File: src/hw/rtl/pps_pkg.sv
`default_nettype none

package pps_pkg;

   localparam int MAX_JOBS_DEFAULT = 16;
   localparam int ARRIVAL_W        = 16;
   localparam int BURST_W          = 16;
   localparam int PRIORITY_W       = 8;
   localparam int RSP_INDEX_W      = 4;
   localparam int RSP_TIME_W       = 21;

   typedef struct packed {
      logic [ARRIVAL_W-1:0]  arrival_time;
      logic [BURST_W-1:0]    burst_time;
      logic [PRIORITY_W-1:0] job_priority;
      logic                  last_item;
   } req_type;

   typedef struct packed {
      logic [RSP_INDEX_W-1:0] job_index;
      logic [RSP_TIME_W-1:0]  finish_time;
      logic [RSP_TIME_W-1:0]  turnaround_time;
      logic [RSP_TIME_W-1:0]  waiting_time;
      logic                   excess_dropped;
      logic                   last_result;
   } rsp_type;

   // One row of the job table, apart from the finish time.
   typedef struct packed {
      logic [ARRIVAL_W-1:0]  arrival_time;
      logic [BURST_W-1:0]    burst_time;
      logic [PRIORITY_W-1:0] job_priority;
      logic [BURST_W-1:0]    remaining_time;
   } job_entry_type;

   typedef struct packed {
      logic                 found;
      logic                 pending;
      logic [ARRIVAL_W-1:0] next_arrival;
   } sel_status_type;

endpackage

`default_nettype wire

File: src/hw/rtl/preemptive_priority_scheduler.sv
`default_nettype none

// Preemptive priority scheduler. Jobs are loaded one request per cycle into a
// single-port-write job table; the request with last_item set closes the set
// and the block stalls its input while it schedules. Each scheduling event is
// one pass over the table through the memory read port for N stored jobs: the
// scan, scan-end, decide and apply states when the best ready job runs until
// it finishes or the next job arrives, or scan, scan-end and decide when an
// idle span is jumped to the next arrival. A set needs at most about 2N events.
// Results then leave in load order, one at a time (read, format, hand over),
// and loading resumes after the last one is taken. Jobs beyond MAX_JOBS are
// dropped and every result of that set carries excess_dropped.

module preemptive_priority_scheduler import pps_pkg::*; #(
   parameter int MAX_JOBS = MAX_JOBS_DEFAULT
) (
   input  wire logic    clock,
   input  wire logic    reset,
   input  wire logic    req_valid,
   output logic         req_stall,
   input  wire req_type req_data,
   output logic         rsp_valid,
   input  wire logic    rsp_stall,
   output rsp_type      rsp_data
);

   localparam int IDX_W   = (MAX_JOBS > 1) ? $clog2(MAX_JOBS) : 1;
   localparam int CNT_W   = $clog2(MAX_JOBS + 1);
   localparam int TIME_W  = $clog2(MAX_JOBS + 1) + BURST_W;
   localparam int ENTRY_W = $bits(job_entry_type);
   localparam int MEM_W   = ENTRY_W + TIME_W;

   typedef enum logic [2:0] {
      ST_LOAD,
      ST_SCAN,
      ST_SCAN_END,
      ST_DECIDE,
      ST_APPLY,
      ST_OUT_RD,
      ST_OUT_LD,
      ST_OUT_WAIT
   } state_type;

   state_type        state_ff, state_in;
   logic [CNT_W-1:0] count_ff, count_in;
   logic [CNT_W-1:0] done_ff, done_in;
   logic             overflow_ff, overflow_in;
   logic [TIME_W-1:0] clock_ff, clock_in;
   logic [IDX_W-1:0] scan_ff, scan_in;
   logic             eval_valid_ff, eval_valid_in;
   logic [IDX_W-1:0] eval_idx_ff, eval_idx_in;
   logic [BURST_W-1:0] span_ff, span_in;
   logic             preempt_ff, preempt_in;
   logic             rsp_valid_ff, rsp_valid_in;
   rsp_type          rsp_data_ff, rsp_data_in;

   logic             req_accept;
   logic             scan_start;
   logic             scan_last;
   logic [BURST_W-1:0] burst_clamped;
   logic [TIME_W-1:0] gap;
   logic [TIME_W-1:0] finish_at;
   logic [TIME_W-1:0] rd_finish;
   logic [TIME_W-1:0] turnaround;
   logic [TIME_W-1:0] waiting;

   logic              mem_wr_en;
   logic [IDX_W-1:0]  mem_wr_addr;
   logic [MEM_W-1:0]  mem_wr_data;
   logic              mem_rd_en;
   logic [IDX_W-1:0]  mem_rd_addr;
   logic [MEM_W-1:0]  mem_rd_data;
   job_entry_type     load_entry;
   job_entry_type     done_entry;
   job_entry_type     rd_entry;

   sel_status_type    sel_status;
   logic [IDX_W-1:0]  pick_idx;
   job_entry_type     pick_entry;

   pps_job_mem #(
      .DEPTH  (MAX_JOBS),
      .ADDR_W (IDX_W),
      .DATA_W (MEM_W)
   ) u_job_mem (
      .clock   (clock),
      .wr_en   (mem_wr_en),
      .wr_addr (mem_wr_addr),
      .wr_data (mem_wr_data),
      .rd_en   (mem_rd_en),
      .rd_addr (mem_rd_addr),
      .rd_data (mem_rd_data)
   );

   pps_select #(
      .IDX_W  (IDX_W),
      .TIME_W (TIME_W)
   ) u_select (
      .clock      (clock),
      .reset      (reset),
      .clear      (scan_start),
      .eval_valid (eval_valid_ff),
      .eval_idx   (eval_idx_ff),
      .entry      (rd_entry),
      .now        (clock_ff),
      .status     (sel_status),
      .pick_idx   (pick_idx),
      .pick_entry (pick_entry)
   );

   assign rd_entry  = job_entry_type'(mem_rd_data[MEM_W-1:TIME_W]);
   assign rd_finish = mem_rd_data[TIME_W-1:0];

   assign req_accept = req_valid && !req_stall;
   assign req_stall  = (state_ff != ST_LOAD);
   assign scan_last  = (CNT_W'(scan_ff) + CNT_W'(1)) == count_ff;

   always_comb begin
      burst_clamped = (req_data.burst_time == '0) ? BURST_W'(1) : req_data.burst_time;
      load_entry.arrival_time   = req_data.arrival_time;
      load_entry.burst_time     = burst_clamped;
      load_entry.job_priority   = req_data.job_priority;
      load_entry.remaining_time = burst_clamped;

      gap       = TIME_W'(sel_status.next_arrival) - clock_ff;
      finish_at = clock_ff + TIME_W'(span_ff);
      done_entry = pick_entry;
      done_entry.remaining_time = pick_entry.remaining_time - span_ff;

      turnaround = rd_finish - TIME_W'(rd_entry.arrival_time);
      waiting    = turnaround - TIME_W'(rd_entry.burst_time);
   end

   always_comb begin
      state_in      = state_ff;
      count_in      = count_ff;
      done_in       = done_ff;
      overflow_in   = overflow_ff;
      clock_in      = clock_ff;
      scan_in       = scan_ff;
      eval_valid_in = 1'b0;
      eval_idx_in   = scan_ff;
      span_in       = span_ff;
      preempt_in    = preempt_ff;
      rsp_valid_in  = rsp_valid_ff;
      rsp_data_in   = rsp_data_ff;
      scan_start    = 1'b0;
      mem_wr_en     = 1'b0;
      mem_wr_addr   = count_ff[IDX_W-1:0];
      mem_wr_data   = {load_entry, TIME_W'(0)};
      mem_rd_en     = 1'b0;
      mem_rd_addr   = scan_ff;

      unique case (state_ff)
         ST_LOAD: begin
            if (req_accept) begin
               if (count_ff < CNT_W'(MAX_JOBS)) begin
                  mem_wr_en = 1'b1;
                  count_in  = count_ff + CNT_W'(1);
               end else begin
                  overflow_in = 1'b1;
               end
               if (req_data.last_item) begin
                  clock_in   = '0;
                  done_in    = '0;
                  scan_in    = '0;
                  scan_start = 1'b1;
                  state_in   = ST_SCAN;
               end
            end
         end
         ST_SCAN: begin
            mem_rd_en     = 1'b1;
            eval_valid_in = 1'b1;
            if (scan_last) begin
               state_in = ST_SCAN_END;
            end else begin
               scan_in = scan_ff + IDX_W'(1);
            end
         end
         ST_SCAN_END: begin
            // The last row of the pass is being judged in this cycle.
            state_in = ST_DECIDE;
         end
         ST_DECIDE: begin
            if (!sel_status.found) begin
               clock_in   = TIME_W'(sel_status.next_arrival);
               scan_in    = '0;
               scan_start = 1'b1;
               state_in   = ST_SCAN;
            end else begin
               preempt_in = sel_status.pending &&
                            (gap < TIME_W'(pick_entry.remaining_time));
               span_in    = preempt_in ? gap[BURST_W-1:0] : pick_entry.remaining_time;
               state_in   = ST_APPLY;
            end
         end
         ST_APPLY: begin
            mem_wr_en   = 1'b1;
            mem_wr_addr = pick_idx;
            mem_wr_data = {done_entry, finish_at};
            clock_in    = finish_at;
            scan_in     = '0;
            if (!preempt_ff && ((done_ff + CNT_W'(1)) == count_ff)) begin
               state_in = ST_OUT_RD;
            end else begin
               if (!preempt_ff) begin
                  done_in = done_ff + CNT_W'(1);
               end
               scan_start = 1'b1;
               state_in   = ST_SCAN;
            end
         end
         ST_OUT_RD: begin
            mem_rd_en = 1'b1;
            state_in  = ST_OUT_LD;
         end
         ST_OUT_LD: begin
            rsp_valid_in                = 1'b1;
            rsp_data_in.job_index       = RSP_INDEX_W'(scan_ff);
            rsp_data_in.finish_time     = RSP_TIME_W'(rd_finish);
            rsp_data_in.turnaround_time = RSP_TIME_W'(turnaround);
            rsp_data_in.waiting_time    = RSP_TIME_W'(waiting);
            rsp_data_in.excess_dropped  = overflow_ff;
            rsp_data_in.last_result     = scan_last;
            state_in                    = ST_OUT_WAIT;
         end
         ST_OUT_WAIT: begin
            if (!rsp_stall) begin
               rsp_valid_in = 1'b0;
               if (scan_last) begin
                  count_in    = '0;
                  overflow_in = 1'b0;
                  clock_in    = '0;
                  state_in    = ST_LOAD;
               end else begin
                  scan_in  = scan_ff + IDX_W'(1);
                  state_in = ST_OUT_RD;
               end
            end
         end
         default: begin
            state_in = ST_LOAD;
         end
      endcase
   end

   always_ff @(posedge clock) begin
      if (reset) begin
         state_ff      <= ST_LOAD;
         count_ff      <= '0;
         done_ff       <= '0;
         overflow_ff   <= 1'b0;
         clock_ff      <= '0;
         scan_ff       <= '0;
         eval_valid_ff <= 1'b0;
         preempt_ff    <= 1'b0;
         rsp_valid_ff  <= 1'b0;
      end else begin
         state_ff      <= state_in;
         count_ff      <= count_in;
         done_ff       <= done_in;
         overflow_ff   <= overflow_in;
         clock_ff      <= clock_in;
         scan_ff       <= scan_in;
         eval_valid_ff <= eval_valid_in;
         preempt_ff    <= preempt_in;
         rsp_valid_ff  <= rsp_valid_in;
      end
      eval_idx_ff <= eval_idx_in;
      span_ff     <= span_in;
      rsp_data_ff <= rsp_data_in;
   end

   assign rsp_valid = rsp_valid_ff;
   assign rsp_data  = rsp_data_ff;

endmodule

`default_nettype wire

File: src/hw/rtl/pps_job_mem.sv
`default_nettype none

module pps_job_mem #(
   parameter int DEPTH  = 16,
   parameter int ADDR_W = 4,
   parameter int DATA_W = 77
) (
   input  wire logic              clock,
   input  wire logic              wr_en,
   input  wire logic [ADDR_W-1:0] wr_addr,
   input  wire logic [DATA_W-1:0] wr_data,
   input  wire logic              rd_en,
   input  wire logic [ADDR_W-1:0] rd_addr,
   output logic      [DATA_W-1:0] rd_data
);

   logic [DATA_W-1:0] mem_ff [DEPTH];
   logic [DATA_W-1:0] rd_data_ff;

   always_ff @(posedge clock) begin
      if (wr_en) begin
         mem_ff[wr_addr] <= wr_data;
      end
   end

   always_ff @(posedge clock) begin
      if (rd_en) begin
         rd_data_ff <= mem_ff[rd_addr];
      end
   end

   assign rd_data = rd_data_ff;

endmodule

`default_nettype wire

File: src/hw/rtl/pps_select.sv
`default_nettype none

module pps_select import pps_pkg::*; #(
   parameter int IDX_W  = 4,
   parameter int TIME_W = 21
) (
   input  wire logic             clock,
   input  wire logic             reset,
   input  wire logic             clear,
   input  wire logic             eval_valid,
   input  wire logic [IDX_W-1:0] eval_idx,
   input  wire job_entry_type    entry,
   input  wire logic [TIME_W-1:0] now,
   output sel_status_type        status,
   output logic      [IDX_W-1:0] pick_idx,
   output job_entry_type         pick_entry
);

   logic                 found_ff, found_in;
   logic                 pending_ff, pending_in;
   logic [ARRIVAL_W-1:0] next_arrival_ff, next_arrival_in;
   logic [IDX_W-1:0]     pick_idx_ff, pick_idx_in;
   job_entry_type        pick_entry_ff, pick_entry_in;
   logic                 live;
   logic                 arrived;

   always_comb begin
      live            = eval_valid && (entry.remaining_time != '0);
      arrived         = TIME_W'(entry.arrival_time) <= now;
      found_in        = found_ff;
      pending_in      = pending_ff;
      next_arrival_in = next_arrival_ff;
      pick_idx_in     = pick_idx_ff;
      pick_entry_in   = pick_entry_ff;
      if (clear) begin
         found_in   = 1'b0;
         pending_in = 1'b0;
      end else if (live && arrived) begin
         // Strict compare keeps the lowest index on a priority tie.
         if (!found_ff || (entry.job_priority < pick_entry_ff.job_priority)) begin
            found_in      = 1'b1;
            pick_idx_in   = eval_idx;
            pick_entry_in = entry;
         end
      end else if (live) begin
         if (!pending_ff || (entry.arrival_time < next_arrival_ff)) begin
            pending_in      = 1'b1;
            next_arrival_in = entry.arrival_time;
         end
      end
   end

   always_ff @(posedge clock) begin
      if (reset) begin
         found_ff   <= 1'b0;
         pending_ff <= 1'b0;
      end else begin
         found_ff   <= found_in;
         pending_ff <= pending_in;
      end
      next_arrival_ff <= next_arrival_in;
      pick_idx_ff     <= pick_idx_in;
      pick_entry_ff   <= pick_entry_in;
   end

   assign status.found        = found_ff;
   assign status.pending      = pending_ff;
   assign status.next_arrival = next_arrival_ff;
   assign pick_idx            = pick_idx_ff;
   assign pick_entry          = pick_entry_ff;

endmodule

`default_nettype wire

File: config.mk
export PLATFORM = sky130hd
export DESIGN_NAME = preemptive_priority_scheduler
export DESIGN_NICKNAME = d
export VERILOG_FILES = /design/src/hw/rtl/pps_pkg.sv /design/src/hw/rtl/preemptive_priority_scheduler.sv /design/src/hw/rtl/pps_job_mem.sv /design/src/hw/rtl/pps_select.sv
export SDC_FILE = /design/constraint.sdc
export NUM_CORES = 2
export LEC_CHECK = 0
export BUFFER_PORTS_ARGS = -buffer_cell sky130_fd_sc_hd__buf_2
export CAP_MARGIN = 20
export CORE_ASPECT_RATIO = 1.25
export CORE_MARGIN = 3
export CORE_UTILIZATION = 50
export CTS_CLUSTER_SIZE = 25
export DETAILED_ROUTE_END_ITERATION = 10
export HOLD_SLACK_MARGIN = 0.12
export PLACE_DENSITY = 0.73
export SLEW_MARGIN = 20
export SYNTH_ARGS = -nofsm -noshare
export SYNTH_HDL_FRONTEND = slang
export SYNTH_SLANG_ARGS = --single-unit
File: constraint.sdc
create_clock -name clock -period 18.4 [get_ports clock]
set_clock_uncertainty 0.2 [all_clocks]
set_input_delay 2.76 -clock clock [delete_from_list [all_inputs] [get_ports clock]]
set_output_delay 2.76 -clock clock [all_outputs]
set_load 0.005 [all_outputs]
==> results.md <==
* Status: finished, final reports clean
* Number of buffers inserted during clock tree synthesis at 139
* Final TNS setup at 0 ns
* Pins over their slew limit at 0
* Width of the die at 321 µm
* Net switching power at 0.00167 W
* Initial detailed-routing violation count at 3830
* Critical-path cell list: buf_2 -> and4_1 -> a21oi_1 -> nor3_1 -> nand2b_1 -> nor2_4 -> buf_4 -> buf_4
* Internal Dissipation at 0.00573 W
* Detailed-route via count at 32.2k
* Clk pin slew, worst setup/hold paths at 0.06 ns
* Sequential share of the synthesized area at 0.726
* Post-synthesis cell type with the largest combined area: sky130_fd_sc_hd__edfxtp_1
* Number of distinct library cell variants in the gate-level netlist after synthesis at 80
* Warnings from Yosys at 0
* Die Outline Area at 129000 µm²
* Critical Path RT at 18.58 ns
* Type of origin of the critical path: primary input
* Fin Hold WS at 0.208 ns
* Fmax at 0.174 GHz
* Die Height at 400 µm
* Total design power at 0.00740 W
* Post-layout min period at 5.74 ns
* Effective utilization at floorplan at 0.508
* Clk pwr share at 0.377
* Nets in the synthesized netlist at 3417
* Crit Path Max Fanout at 34
* Most used DFF post-synth: sky130_fd_sc_hd__edfxtp_1
* Part of the power in registers at 0.532
* Share of Yosys cell area claimed by the top area cell type at 0.711
* Number of global-route vias before repair at 31.9k
* Setup violators final at 0
* Fin nets at 3635
* Half-perimeter wire length after placement at 89900 µm
* Largest incremental delay on the critical path at 0.63 ns
* CP Class: in -> reg
* CTS tree: built
* Number of buffers inserted to repair setup after CTS at 0
* Initial DRT Pass Iterations at 6
* Global Route Usage Sum at 0.235
* Antenna violations before repair at 9
* Global route total overflow at 0
* Detailed-route vias per instance at 6.24
* Flop2flop setup slack at 12.83 ns
* Asr flop ratio synth at 0
* Power density relative to cell area at 107 nW/µm²
* Clock Latency Late Sink at 0.77 ns
* Synthesized netlist cell count at 3232
* Most frequent cell on the critical path: sky130_fd_sc_hd__buf_4
* Final number of hold-violating endpoints at 0
* Unrepaired setup endpoints after global routing: no
* H-tree levels at 4
* Bufs on Longest Clock Path at 3
* Routed WL per cell at 28.8 µm
* Max_slew headroom at 0.243
* LEAKAGE at 22.4 nW
* Relative contribution of combinational cells to total power at 0.091
* Endpoint class of the critical path: register
* Number of DRC violations after detailed routing at 0
* Slowest CP cell: sky130_fd_sc_hd__buf_4
* Data arrival time at the worst-slack endpoint at 5.92 ns
* Fraction of layout cells with a size suffix above 1 at 0.235
* Core Region at 122000 µm²
* Number of buffers added on ports at 115
* Weighted congestion at the end of routability-driven global placement at 0.860
* Pin count of the biggest net entering global routing at 153
* Quantity of gates resized following cts at 0
* Number of rows created at floorplan at 143
* Total standard cell area after synthesis at 62100 µm²
* Sinks on Clock Net at 1518
* Wire length of the first global-routing pass at 218000 µm
* Transition time of the tightest slew-check pin at 1.14 ns
* Fin crit share at 0.312
* Switching fraction of total power at 0.226
* Register bit count reported by yosys at 1518
* Hold Path Class: reg -> reg
* Ranking of synthesized cells by area: sky130_fd_sc_hd__edfxtp_1 71%, sky130_fd_sc_hd__mux4_2 14%, sky130_fd_sc_hd__ha_1 2.7%, sky130_fd_sc_hd__dfxtp_1 1.5%, sky130_fd_sc_hd__nand2_1 1.0%
* Hold Buf Count CTS at 0
* Final wirelength at 148000 µm
* Worst IR drop on VDD at 0.0954 mV
* Maximum Capacitance Violations at 0
* Root cell of the clock tree: sky130_fd_sc_hd__clkbuf_16
* Synthesis-to-layout area growth at 11.9%
* Number of synthesized flops with an enable pin at 1470
* # IOs at 116
* Number of nets still failing antenna checks after routing at 0
* Average size of a mapped cell at 19.2 µm²
==> registers in the layout (all words and copies together), names as in the netlist <==
signal and count:
clock_ff 21, count_ff 5, done_ff 5, eval_idx_ff 4
eval_idx_in 4, eval_valid_ff 1, overflow_ff 1, preempt_ff 1
rsp_data 69, rsp_valid 1, span_ff 16, state_ff 3
u_job_mem.mem_ff 1232, u_job_mem.rd_data 77, u_select.found_ff 1, u_select.next_arrival_ff 16
u_select.pending_ff 1, u_select.pick_entry 56, u_select.pick_idx 4
==> cell type report <==
class                      count  area, µm²
clock inverter                67        562
timing repair buffer         203       1320
sequential                  1518      45100
antenna                        1       2.50
clock buffer                 180       3810
fill                        8945      52900
multi-input combinational   1458      16200
inverter                     130        488
tap                         1595       2000
==> cell usage in the layout (no fill, tap or decap), types with 15 or more instances in the layout <==
cell | Yosys | final
sky130_fd_sc_hd__edfxtp_1 | 1470 | 1470
sky130_fd_sc_hd__mux4_2 | 385 | 385
sky130_fd_sc_hd__nand2_1 | 167 | 166
sky130_fd_sc_hd__clkbuf_16 | 0 | 147
sky130_fd_sc_hd__ha_1 | 135 | 135
sky130_fd_sc_hd__inv_1 | 130 | 130
sky130_fd_sc_hd__buf_2 | 4 | 115
sky130_fd_sc_hd__nor2_1 | 129 | 105
sky130_fd_sc_hd__a21oi_1 | 90 | 90
sky130_fd_sc_hd__buf_4 | 1 | 83
sky130_fd_sc_hd__xnor2_1 | 57 | 57
sky130_fd_sc_hd__o21ai_0 | 56 | 53
sky130_fd_sc_hd__dfxtp_1 | 48 | 44
sky130_fd_sc_hd__nor3_1 | 40 | 38
sky130_fd_sc_hd__a21o_1 | 35 | 35
sky130_fd_sc_hd__clkbuf_1 | 80 | 32
sky130_fd_sc_hd__nand3_1 | 31 | 31
sky130_fd_sc_hd__clkinv_1 | 0 | 31
sky130_fd_sc_hd__xor2_1 | 27 | 27
sky130_fd_sc_hd__o21a_1 | 24 | 24
sky130_fd_sc_hd__a211oi_1 | 22 | 22
sky130_fd_sc_hd__nand2b_1 | 19 | 19
sky130_fd_sc_hd__nor2_4 | 1 | 18
sky130_fd_sc_hd__nor2b_1 | 17 | 16
sky130_fd_sc_hd__and3_1 | 15 | 15
sky130_fd_sc_hd__a31oi_1 | 15 | 15
==> kinds of logic (layout without fill, tap and decap cells) <==
logic type,Yosys count,after routing,share of synthesized area
AO/OA/AOI/OAI,326,326,0.0346
AND/OR/NAND/NOR,499,499,0.0380
adder cells (fa/ha/maj),141,141,0.0290
multiplexers,407,407,0.144
XOR/XNOR,85,85,0.0122
other,0,1,0
flip-flops,1518,1518,0.726
buffers and inverters,256,580,0.0161
==> synth_stat cells, types with 37 or more instances <==
cell,n
sky130_fd_sc_hd__xnor2_1,57
sky130_fd_sc_hd__clkbuf_1,80
sky130_fd_sc_hd__ha_1,135
sky130_fd_sc_hd__nor2_1,129
sky130_fd_sc_hd__mux4_2,385
sky130_fd_sc_hd__dfxtp_1,48
sky130_fd_sc_hd__a21oi_1,90
sky130_fd_sc_hd__nand2_1,167
sky130_fd_sc_hd__o21ai_0,56
sky130_fd_sc_hd__nor3_1,40
sky130_fd_sc_hd__inv_1,130
sky130_fd_sc_hd__edfxtp_1,1470
sky130_fd_sc_hd__buf_1,37
==> critical path: cells and delay by family <==
| kind | cells | cell delay, ns |
|---|---|---|
| buffers and inverters | 3 | 1.38 |
| AOI/OAI and AO/OA | 1 | 0.06 |
| and+or+nand+nor | 4 | 1.63 |
==> path summary, 6_finish.rpt <==
check,startpoint,to,depth (start not counted)
setup reg to reg,eval_idx_in[0],u_job_mem.rd_data[16],6
setup / recovery,req_valid,u_job_mem.mem_ff[13][20],8
hold / removal,eval_idx_ff[0],u_select.pick_idx[0],0
hold reg to reg,eval_idx_ff[0],u_select.pick_idx[0],0
==> layer usage <==
metal	track usage	wire, µm	up-vias
met5	0	0	-
met4	0.0740	4490	0
met3	0.0464	12900	244
met2	0.380	72600	1660
met1	0.325	58500	16707
li1	-	-	13560
==> power groups by stage <==
stage,clock [W],sequential (W),combinational (W)
after detailed placement,0,0.00401,0.000670
after global routing,0.00298,0.00394,0.000737
after floorplan,0,0.00398,0.000472
after global placement,0,0.00401,0.000655
after CTS,0.00285,0.00394,0.000674
final,0.00279,0.00394,0.000675
==> through the flow <==
stage                     area (µm²)  std cells   util  setup slack [ns]
after global placement         65000       4900  0.531             12.02
after CTS                      69400       5150  0.567             12.56
after detailed placement       65100       4903  0.532             12.02
final                          69500       5152  0.568             12.66
after floorplan                62100       3232      -             10.29
after global routing           69500       5151  0.568             12.23
(Power assumes the default switching activity.)
